$ cat src/design/clt_pkg.sv
// Shared types, codes and constants for the command line tokenizer.
`timescale 1ns / 1ps

package clt_pkg;

	// Default line buffer length in bytes.
	localparam int LINE_MAX_DEF = 256;

	// Parser phase, one-hot.
	typedef enum logic [3:0] {
		PH_CMD     = 4'b0001,
		PH_ARGS    = 4'b0010,
		PH_CR      = 4'b0100,
		PH_INVALID = 4'b1000
	} phase_t;

	// Line status codes.
	localparam logic [1:0] ST_PENDING   = 2'd0;
	localparam logic [1:0] ST_VALID     = 2'd1;
	localparam logic [1:0] ST_INVALID   = 2'd2;
	localparam logic [1:0] ST_DISCARDED = 2'd3;

	// Token start codes.
	localparam logic [1:0] TOK_NONE = 2'd0;
	localparam logic [1:0] TOK_ARG1 = 2'd1;
	localparam logic [1:0] TOK_ARG2 = 2'd2;

	// Characters the parser reacts to.
	localparam logic [7:0] CH_NUL   = 8'h00;
	localparam logic [7:0] CH_SPACE = 8'h20;
	localparam logic [7:0] CH_CR    = 8'h0D;
	localparam logic [7:0] CH_LF    = 8'h0A;
	localparam logic [7:0] CH_TAB   = 8'h09;

	// What one byte reports.
	typedef struct packed {
		logic [7:0] position;
		logic       is_terminator;
		logic [1:0] token_start;
		logic [1:0] line_status;
		logic       overflow;
	} result_t;

endpackage

$ cat src/design/clt_step.sv
// Next-state and result logic for one byte of the command line tokenizer.
`timescale 1ns / 1ps

module clt_step #(
	parameter int LINE_MAX = clt_pkg::LINE_MAX_DEF,
	parameter int CNT_W    = $clog2(LINE_MAX + 1)
) (
	input  logic [7:0]            line_byte,
	input  clt_pkg::phase_t       phase,
	input  clt_pkg::phase_t       prior_phase,
	input  logic [CNT_W-1:0]      byte_count,
	input  logic                  first_arg_seen,
	output clt_pkg::phase_t       phase_nxt,
	output clt_pkg::phase_t       prior_phase_nxt,
	output logic [CNT_W-1:0]      byte_count_nxt,
	output logic                  first_arg_seen_nxt,
	output clt_pkg::result_t      result
);

	logic        ovf;
	logic        nul;
	logic        clear;
	logic [1:0]  tok;
	logic [1:0]  status;
	logic [15:0] cnt_ext;
	logic [CNT_W-1:0] cnt_inc;

	assign ovf     = (byte_count >= CNT_W'(LINE_MAX));
	assign cnt_ext = 16'(byte_count);
	assign cnt_inc = ovf ? byte_count : byte_count + CNT_W'(1);

	always_comb begin
		phase_nxt          = phase;
		prior_phase_nxt    = prior_phase;
		first_arg_seen_nxt = first_arg_seen;
		nul                = (line_byte == clt_pkg::CH_NUL);
		tok                = clt_pkg::TOK_NONE;
		status             = clt_pkg::ST_PENDING;
		clear              = 1'b0;

		unique case (phase)
			clt_pkg::PH_CMD: begin
				if (line_byte == clt_pkg::CH_SPACE) begin
					prior_phase_nxt = clt_pkg::PH_CMD;
					phase_nxt       = clt_pkg::PH_ARGS;
					nul             = 1'b1;
				end else if (line_byte == clt_pkg::CH_CR) begin
					phase_nxt = clt_pkg::PH_CR;
					nul       = 1'b1;
				end
			end
			clt_pkg::PH_ARGS: begin
				if (line_byte != clt_pkg::CH_SPACE && line_byte != clt_pkg::CH_TAB &&
				    line_byte != clt_pkg::CH_CR && prior_phase == clt_pkg::PH_CMD) begin
					tok                = first_arg_seen ? clt_pkg::TOK_ARG2 : clt_pkg::TOK_ARG1;
					first_arg_seen_nxt = 1'b1;
					prior_phase_nxt    = clt_pkg::PH_ARGS;
				end else if (line_byte == clt_pkg::CH_SPACE &&
				             prior_phase == clt_pkg::PH_ARGS) begin
					prior_phase_nxt = clt_pkg::PH_CMD;
					nul             = 1'b1;
				end else if (line_byte == clt_pkg::CH_CR) begin
					prior_phase_nxt = clt_pkg::PH_ARGS;
					phase_nxt       = clt_pkg::PH_CR;
				end
			end
			clt_pkg::PH_CR: begin
				if (line_byte == clt_pkg::CH_LF) begin
					if (prior_phase == clt_pkg::PH_INVALID) begin
						status = clt_pkg::ST_DISCARDED;
					end else begin
						status = clt_pkg::ST_VALID;
						nul    = 1'b1;
					end
					phase_nxt          = clt_pkg::PH_CMD;
					first_arg_seen_nxt = 1'b0;
					clear              = 1'b1;
				end else begin
					phase_nxt = clt_pkg::PH_INVALID;
					status    = clt_pkg::ST_INVALID;
				end
				prior_phase_nxt = clt_pkg::PH_CR;
			end
			default: begin
				// Invalid line: wait for the CR that ends it.
				prior_phase_nxt = clt_pkg::PH_INVALID;
				if (line_byte == clt_pkg::CH_CR) begin
					phase_nxt = clt_pkg::PH_CR;
				end else begin
					phase_nxt = clt_pkg::PH_INVALID;
					status    = clt_pkg::ST_INVALID;
				end
			end
		endcase
	end

	assign byte_count_nxt = clear ? '0 : cnt_inc;

	always_comb begin
		result.position      = (cnt_ext > 16'd255) ? 8'hFF : cnt_ext[7:0];
		result.is_terminator = nul && !ovf;
		result.token_start   = tok;
		result.line_status   = status;
		result.overflow      = ovf;
	end

endmodule

$ cat src/design/command_line_tokenizer.sv
// Top level of the command line tokenizer: byte register, parser state and result register.
`timescale 1ns / 1ps
//
// The block parses a CRLF-terminated command line, one byte per item on the
// input channel (in_valid, in_ready, line_byte). For every byte it returns one
// item on the output channel (out_valid, out_ready and the result fields):
// the byte's offset in the line, whether the stored line holds a NUL there,
// whether the byte starts argument one or two, the line status and an
// overflow flag once the line runs past LINE_MAX bytes.
// An accepted byte sits in the input register, where the parser logic
// evaluates it against the phase registers; the result and the updated
// phase are then written together, so a result is offered from the result
// register. One byte per cycle is sustained while the receiver does not
// stall, as each byte updates the phase registers before the next.
// When the receiver stalls, the result register holds its item and the input
// register keeps one more byte; in_ready falls only when both are full.
// Reset clears both valid flags, puts the parser in the command word phase
// and zeroes the byte count and the first-argument flag.
//
module command_line_tokenizer #(
	parameter int LINE_MAX = clt_pkg::LINE_MAX_DEF
) (
	input  logic       clk,
	input  logic       arst_n,
	input  logic       in_valid,
	output logic       in_ready,
	input  logic [7:0] line_byte,
	output logic       out_valid,
	input  logic       out_ready,
	output logic [7:0] position,
	output logic       is_terminator,
	output logic [1:0] token_start,
	output logic [1:0] line_status,
	output logic       overflow
);

	localparam int CNT_W = $clog2(LINE_MAX + 1);

	// Input register stage.
	logic       valid_s1;
	logic [7:0] byte_s1;

	// Result register stage.
	logic             valid_s2;
	clt_pkg::result_t result_s2;

	// Parser state, advanced once per byte as it moves into the result stage.
	clt_pkg::phase_t  phase_q;
	clt_pkg::phase_t  prior_phase_q;
	logic [CNT_W-1:0] byte_count_q;
	logic             first_arg_seen_q;

	clt_pkg::phase_t  phase_nxt;
	clt_pkg::phase_t  prior_phase_nxt;
	logic [CNT_W-1:0] byte_count_nxt;
	logic             first_arg_seen_nxt;
	clt_pkg::result_t result_nxt;

	logic advance;

	// A byte moves on whenever the result slot is free or is being emptied.
	assign advance  = valid_s1 && (!valid_s2 || out_ready);
	assign in_ready = !valid_s1 || advance;

	clt_step #(
		.LINE_MAX (LINE_MAX),
		.CNT_W    (CNT_W)
	) u_step (
		.line_byte          (byte_s1),
		.phase              (phase_q),
		.prior_phase        (prior_phase_q),
		.byte_count         (byte_count_q),
		.first_arg_seen     (first_arg_seen_q),
		.phase_nxt          (phase_nxt),
		.prior_phase_nxt    (prior_phase_nxt),
		.byte_count_nxt     (byte_count_nxt),
		.first_arg_seen_nxt (first_arg_seen_nxt),
		.result             (result_nxt)
	);

	always_ff @(posedge clk or negedge arst_n) begin
		if (!arst_n) begin
			valid_s1 <= 1'b0;
		end else if (in_ready) begin
			valid_s1 <= in_valid;
		end
	end

	always_ff @(posedge clk) begin
		if (in_valid && in_ready) begin
			byte_s1 <= line_byte;
		end
	end

	always_ff @(posedge clk or negedge arst_n) begin
		if (!arst_n) begin
			valid_s2 <= 1'b0;
		end else if (advance) begin
			valid_s2 <= 1'b1;
		end else if (out_ready) begin
			valid_s2 <= 1'b0;
		end
	end

	always_ff @(posedge clk) begin
		if (advance) begin
			result_s2 <= result_nxt;
		end
	end

	always_ff @(posedge clk or negedge arst_n) begin
		if (!arst_n) begin
			phase_q          <= clt_pkg::PH_CMD;
			prior_phase_q    <= clt_pkg::PH_CMD;
			byte_count_q     <= '0;
			first_arg_seen_q <= 1'b0;
		end else if (advance) begin
			phase_q          <= phase_nxt;
			prior_phase_q    <= prior_phase_nxt;
			byte_count_q     <= byte_count_nxt;
			// A completed line, valid or discarded, starts over without arguments.
			first_arg_seen_q <= first_arg_seen_nxt;
		end
	end

	assign out_valid     = valid_s2;
	assign position      = result_s2.position;
	assign is_terminator = result_s2.is_terminator;
	assign token_start   = result_s2.token_start;
	assign line_status   = result_s2.line_status;
	assign overflow      = result_s2.overflow;

endmodule
$ cat config.mk
export PLATFORM = sky130hd
export DESIGN_NAME = command_line_tokenizer
export DESIGN_NICKNAME = d
export VERILOG_FILES = /design/src/design/clt_pkg.sv /design/src/design/clt_step.sv /design/src/design/command_line_tokenizer.sv
export SDC_FILE = /design/constraint.sdc
export NUM_CORES = 1
export LEC_CHECK = 0
export BUFFER_PORTS_ARGS = -buffer_cell sky130_fd_sc_hd__buf_2
export CELL_PAD_IN_SITES_DETAIL_PLACEMENT = 2
export CELL_PAD_IN_SITES_GLOBAL_PLACEMENT = 2
export CORE_ASPECT_RATIO = 1.75
export CORE_MARGIN = 2
export CORE_UTILIZATION = 37
export DETAILED_ROUTE_END_ITERATION = 8
export PLACE_DENSITY = 0.83
export SLEW_MARGIN = 10
export SYNTH_ARGS = -nofsm -noshare
export SYNTH_HDL_FRONTEND = slang
export SYNTH_SLANG_ARGS = --single-unit
export TNS_END_PERCENT = 10
$ cat constraint.sdc
create_clock -name clk -period 2.3 [get_ports clk]
set_clock_uncertainty 0.2 [all_clocks]
set_input_delay 0.46 -clock clk [delete_from_list [all_inputs] [get_ports clk]]
set_output_delay 0.46 -clock clk [all_outputs]
set_load 0.02 [all_outputs]
==> Flow_metrics.wiki <==
{| class="wikitable"
! Metric !! Value
|-
| Setup total negative slack || 0 ns
|-
| Peak fanout along the critical path || 7
|-
| Area taken by flip-flops and latches || 1160 um2
|-
| Crit path largest cell delay || 0.45 ns
|-
| Final critical-path share of the clock period || 94.8%
|-
| Top cells by area, synth || sky130_fd_sc_hd__edfxtp_1 32%, sky130_fd_sc_hd__dfrtp_1 22%, sky130_fd_sc_hd__xor2_1 3.3%
|-
| Layout overhead on the synthesized area || 19.1%
|-
| Number of placed instances with taps included || 288
|-
| Capture point of the worst reg-to-reg path || is_terminator
|-
| Post-synthesis cell type count || 49
|-
| Cell accounting for the most synthesized area || sky130_fd_sc_hd__edfxtp_1
|-
| Cell with the most instances after synthesis || sky130_fd_sc_hd__edfxtp_1
|-
| Area enclosed by the die boundary || 6300 um2
|-
| Std-Cell Rows || 36
|-
| Top_reg_cell synth || sky130_fd_sc_hd__edfxtp_1
|-
| Number of nets still failing antenna checks after routing || 0
|-
| Class of the tightest hold or removal check || in2reg
|-
| Fin. Hold Viols || 0
|-
| Routed vias/inst || 5.32
|-
| Synth warn || 0
|-
| Global-route congestion overflow total || 0
|-
| Global routing usage summed across all routing layers || 20.3%
|-
| Number of H-tree branching levels || 2
|-
| Fraction of layout instances using a drive strength above 1 || 29.0%
|-
| RSZ-0062 raised after global routing || no
|-
| Final Max Tran Viols || 0
|-
| Final nets || 235
|-
| Flops & latches, synth || 42
|-
| Startpoint kind of the worst setup timing path || register
|-
| Total wirelength of the detailed-routed design || 5.48 mm
|-
| CP cell instances || nor3_4, nand4_2, or2_4, o21a_1, a221oi_2
|-
| Ranking of synthesized cells by instance count || 22 x sky130_fd_sc_hd__edfxtp_1, 18 x sky130_fd_sc_hd__dfrtp_1, 17 x sky130_fd_sc_hd__nor2_1
|-
| HPWL reported at the end of detailed placement || 4.18 mm
|-
| Routability-driven placement congestion ratio || 0.877
|-
| Die X-Extent || 60.8 um
|-
| Deepest clock path buffer count || 2
|-
| Number of maximum-capacitance constraint violations || 0
|-
| Register-to-register path setup slack || 0.12 ns
|-
| Slew headroom || 42.0%
|-
| Antenna violations before repair || 0
|-
| Library cell contributing the largest single delay on the critical path || sky130_fd_sc_hd__edfxtp_1
|-
| Clock Pin Slew Worst Setup and Hold Paths || 0.08 ns
|-
| Clock net sink count || 42
|-
| Die H || 103 um
|-
| Largest net degree at the start of global routing || 21
|-
| Launch instance of the worst register-to-register path || byte_s1[4]
|-
| Net count after synthesis || 197
|-
| Number of CTS-inserted buffers || 5
|-
| Post-synthesis sequential area ratio || 55.6%
|-
| Worst voltage drop across the vdd grid || 0.437 mV
|-
| Number of cells in the finished layout apart from fillers || 297
|-
| Kind of end point of the critical path || register
|-
| Tmin final || 2.18 ns
|-
| Critical hold path startpoint || line_byte[7]
|-
| Wirelength per Cell || 18.4 um
|-
| Family with the most delay on the worst path || simple AND/OR/NAND/NOR gates
|-
| Port buffer count || 27
|-
| Worst Reg2Reg Path Length in Cells || 5
|-
| Starting density of the core || 38.1%
|-
| Via count of the first global-routing pass || 1775
|-
| Count of boundary I/O pins || 28
|-
| Global-route wire length before repair || 9.14 mm
|-
| Number of flops mapped to enable cells by yosys || 22
|-
| Cell count after synthesis || 182
|-
| Outcome || completed
|-
| Arrival time of the worst setup path || 2.12 ns
|-
| Leakage power figure || 1.06 nW
|-
| Buffers & Inverters on Critical Path || 0
|-
| Worst setup path class || reg2reg
|-
| FFs w/ async S/R, synth || 47.6%
|-
| Vias after detailed routing || 1581
|-
| Number of cells traversed by the worst hold path || 1
|-
| Required time of the critical path || 2.23 ns
|-
| DRC violation count after routing || 0
|-
| Pwr Density || 762 nW/um2
|-
| Root buffer cell || sky130_fd_sc_hd__clkbuf_8
|-
| Ant. Diodes || 0
|-
| Drt initial violations || 36
|-
| Core region area || 5500 um2
|-
| Total iterations of the first detailed-routing run || 4
|-
| CTS tree || done
|-
| Multi-input combinational cell area || 875 um2
|-
| Portion of synthesized cell area occupied by the leading cell type || 31.6%
|-
| Overall Power || 1.90 mW
|-
| Final setup violation count || 0
|-
| Netlist Area Pre-Place || 2090 um2
|-
| Number of filler instances in the final layout || 606
|-
| Worst skew pair latency || 0.31 ns
|-
| Fmax || 0.459 GHz
|-
| Transition at the pin with the smallest max-transition slack || 0.864 ns
|-
| Post CTS Setup Buffer Count || 0
|-
| Mean instance size in the synthesized netlist || 11.5 um2
|-
| End point of the worst hold path || byte_s1[7]
|}
## placed cells by master (no fill, tap or decap), types with 5 or more instances in the layout
cell,instances
sky130_fd_sc_hd__nand2_1,12
sky130_fd_sc_hd__nor2_1,17
sky130_fd_sc_hd__buf_4,7
sky130_fd_sc_hd__dfrtp_1,18
sky130_fd_sc_hd__inv_1,9
sky130_fd_sc_hd__xor2_1,8
sky130_fd_sc_hd__or2_2,6
sky130_fd_sc_hd__nand4_1,6
sky130_fd_sc_hd__buf_2,27
sky130_fd_sc_hd__o21ai_0,11
sky130_fd_sc_hd__edfxtp_1,22
sky130_fd_sc_hd__clkbuf_8,5
sky130_fd_sc_hd__a21oi_1,9
## logic make-up (layout without fill, tap and decap cells)
family	Yosys count	in the layout	synth area share [%]
simple gates	73	73	21.1
flops	42	42	55.6
compound gates	38	38	12.7
buf+inv	14	53	2.99
xor+xnor	8	8	3.35
mux	4	4	2.39
fa+ha+maj	3	3	1.79
## timing repair
| item | 4_1_cts | 5_1_grt |
|---|---|---|
| hold buffers | 1 | 0 |
| pin swaps | 0 | 0 |
| setup endpoints to repair | 1 | 1 |
| gates resized for setup | 1 | 2 |
| endpoints found under the hold margin | 18 | 0 |
## metal layers
| metal | GRT usage, % | vias up | wire length (um) |
|---|---|---|---|
| met2 | 37.1 | 34 | 3120 |
| met3 | 3.98 | 12 | 145 |
| li1 | - | 737 | - |
| met4 | 9.20 | 0 | 189 |
| met1 | 21.7 | 798 | 2020 |
| met5 | 0 | - | 0 |
## state kept, by name, summed over array words and instances (netlist names)
name              flops
byte_count_q          9
byte_s1               8
first_arg_seen_q      1
is_terminator         1
line_status           2
out_valid             1
overflow              1
phase_q               4
position              8
prior_phase_q         4
token_start           2
valid_s1              1
## cell type report
cell class / count / area share [%]
flip-flops and latches: 42 / 46.7
multi-input cells: 126 / 35.1
repair buffers: 36 / 8.74
well taps: 76 / 3.82
clock buffers: 7 / 3.06
inverters: 9 / 1.36
clock inverters: 1 / 1.21
## power by group
group / leakage (nW) / internal (mW) / switching (mW) / total (mW)
clock: 0.0524 / 0.325 / 0.258 / 0.583
sequential: 0.459 / 0.903 / 0.0855 / 0.989
combinational: 0.552 / 0.134 / 0.192 / 0.326
total: 1.06 / 1.36 / 0.536 / 1.90
## worst reg2reg max path: stages (launching register included)
cell and delay (ns):
sky130_fd_sc_hd__edfxtp_1 0.45, sky130_fd_sc_hd__nor3_4 0.33, sky130_fd_sc_hd__nand4_2 0.23, sky130_fd_sc_hd__or2_4 0.33
sky130_fd_sc_hd__o21a_1 0.21, sky130_fd_sc_hd__a221oi_2 0.27
## per-stage QoR
stage,util [%],hold slack [ns],setup WS [ns],area (um2)
floorplan,-,-0.0356,0.256,2090
global placement,43.1,0.255,0.119,2370
detailed placement,43.1,0.256,0.0283,2370
CTS,45.2,0.121,0.0184,2480
global route,45.3,0.119,0.00773,2490
finish,45.3,0.126,0.120,2490
## worst max path at each step
stage | startpoint | end | slack, ns | cells past startpoint
final | byte_s1[4] | is_terminator | 0.12 | 5
after global routing | byte_s1[4] | is_terminator | 0.008 | 5
after global placement | byte_s1[5] | is_terminator | 0.12 | 5
after CTS | prior_phase_q[2] | is_terminator | 0.02 | 5
after floorplan | byte_s1[4] | phase_q[1] | 0.26 | 4
after detailed placement | byte_s1[4] | is_terminator | 0.03 | 5
Power figures use the tool's default switching activity.
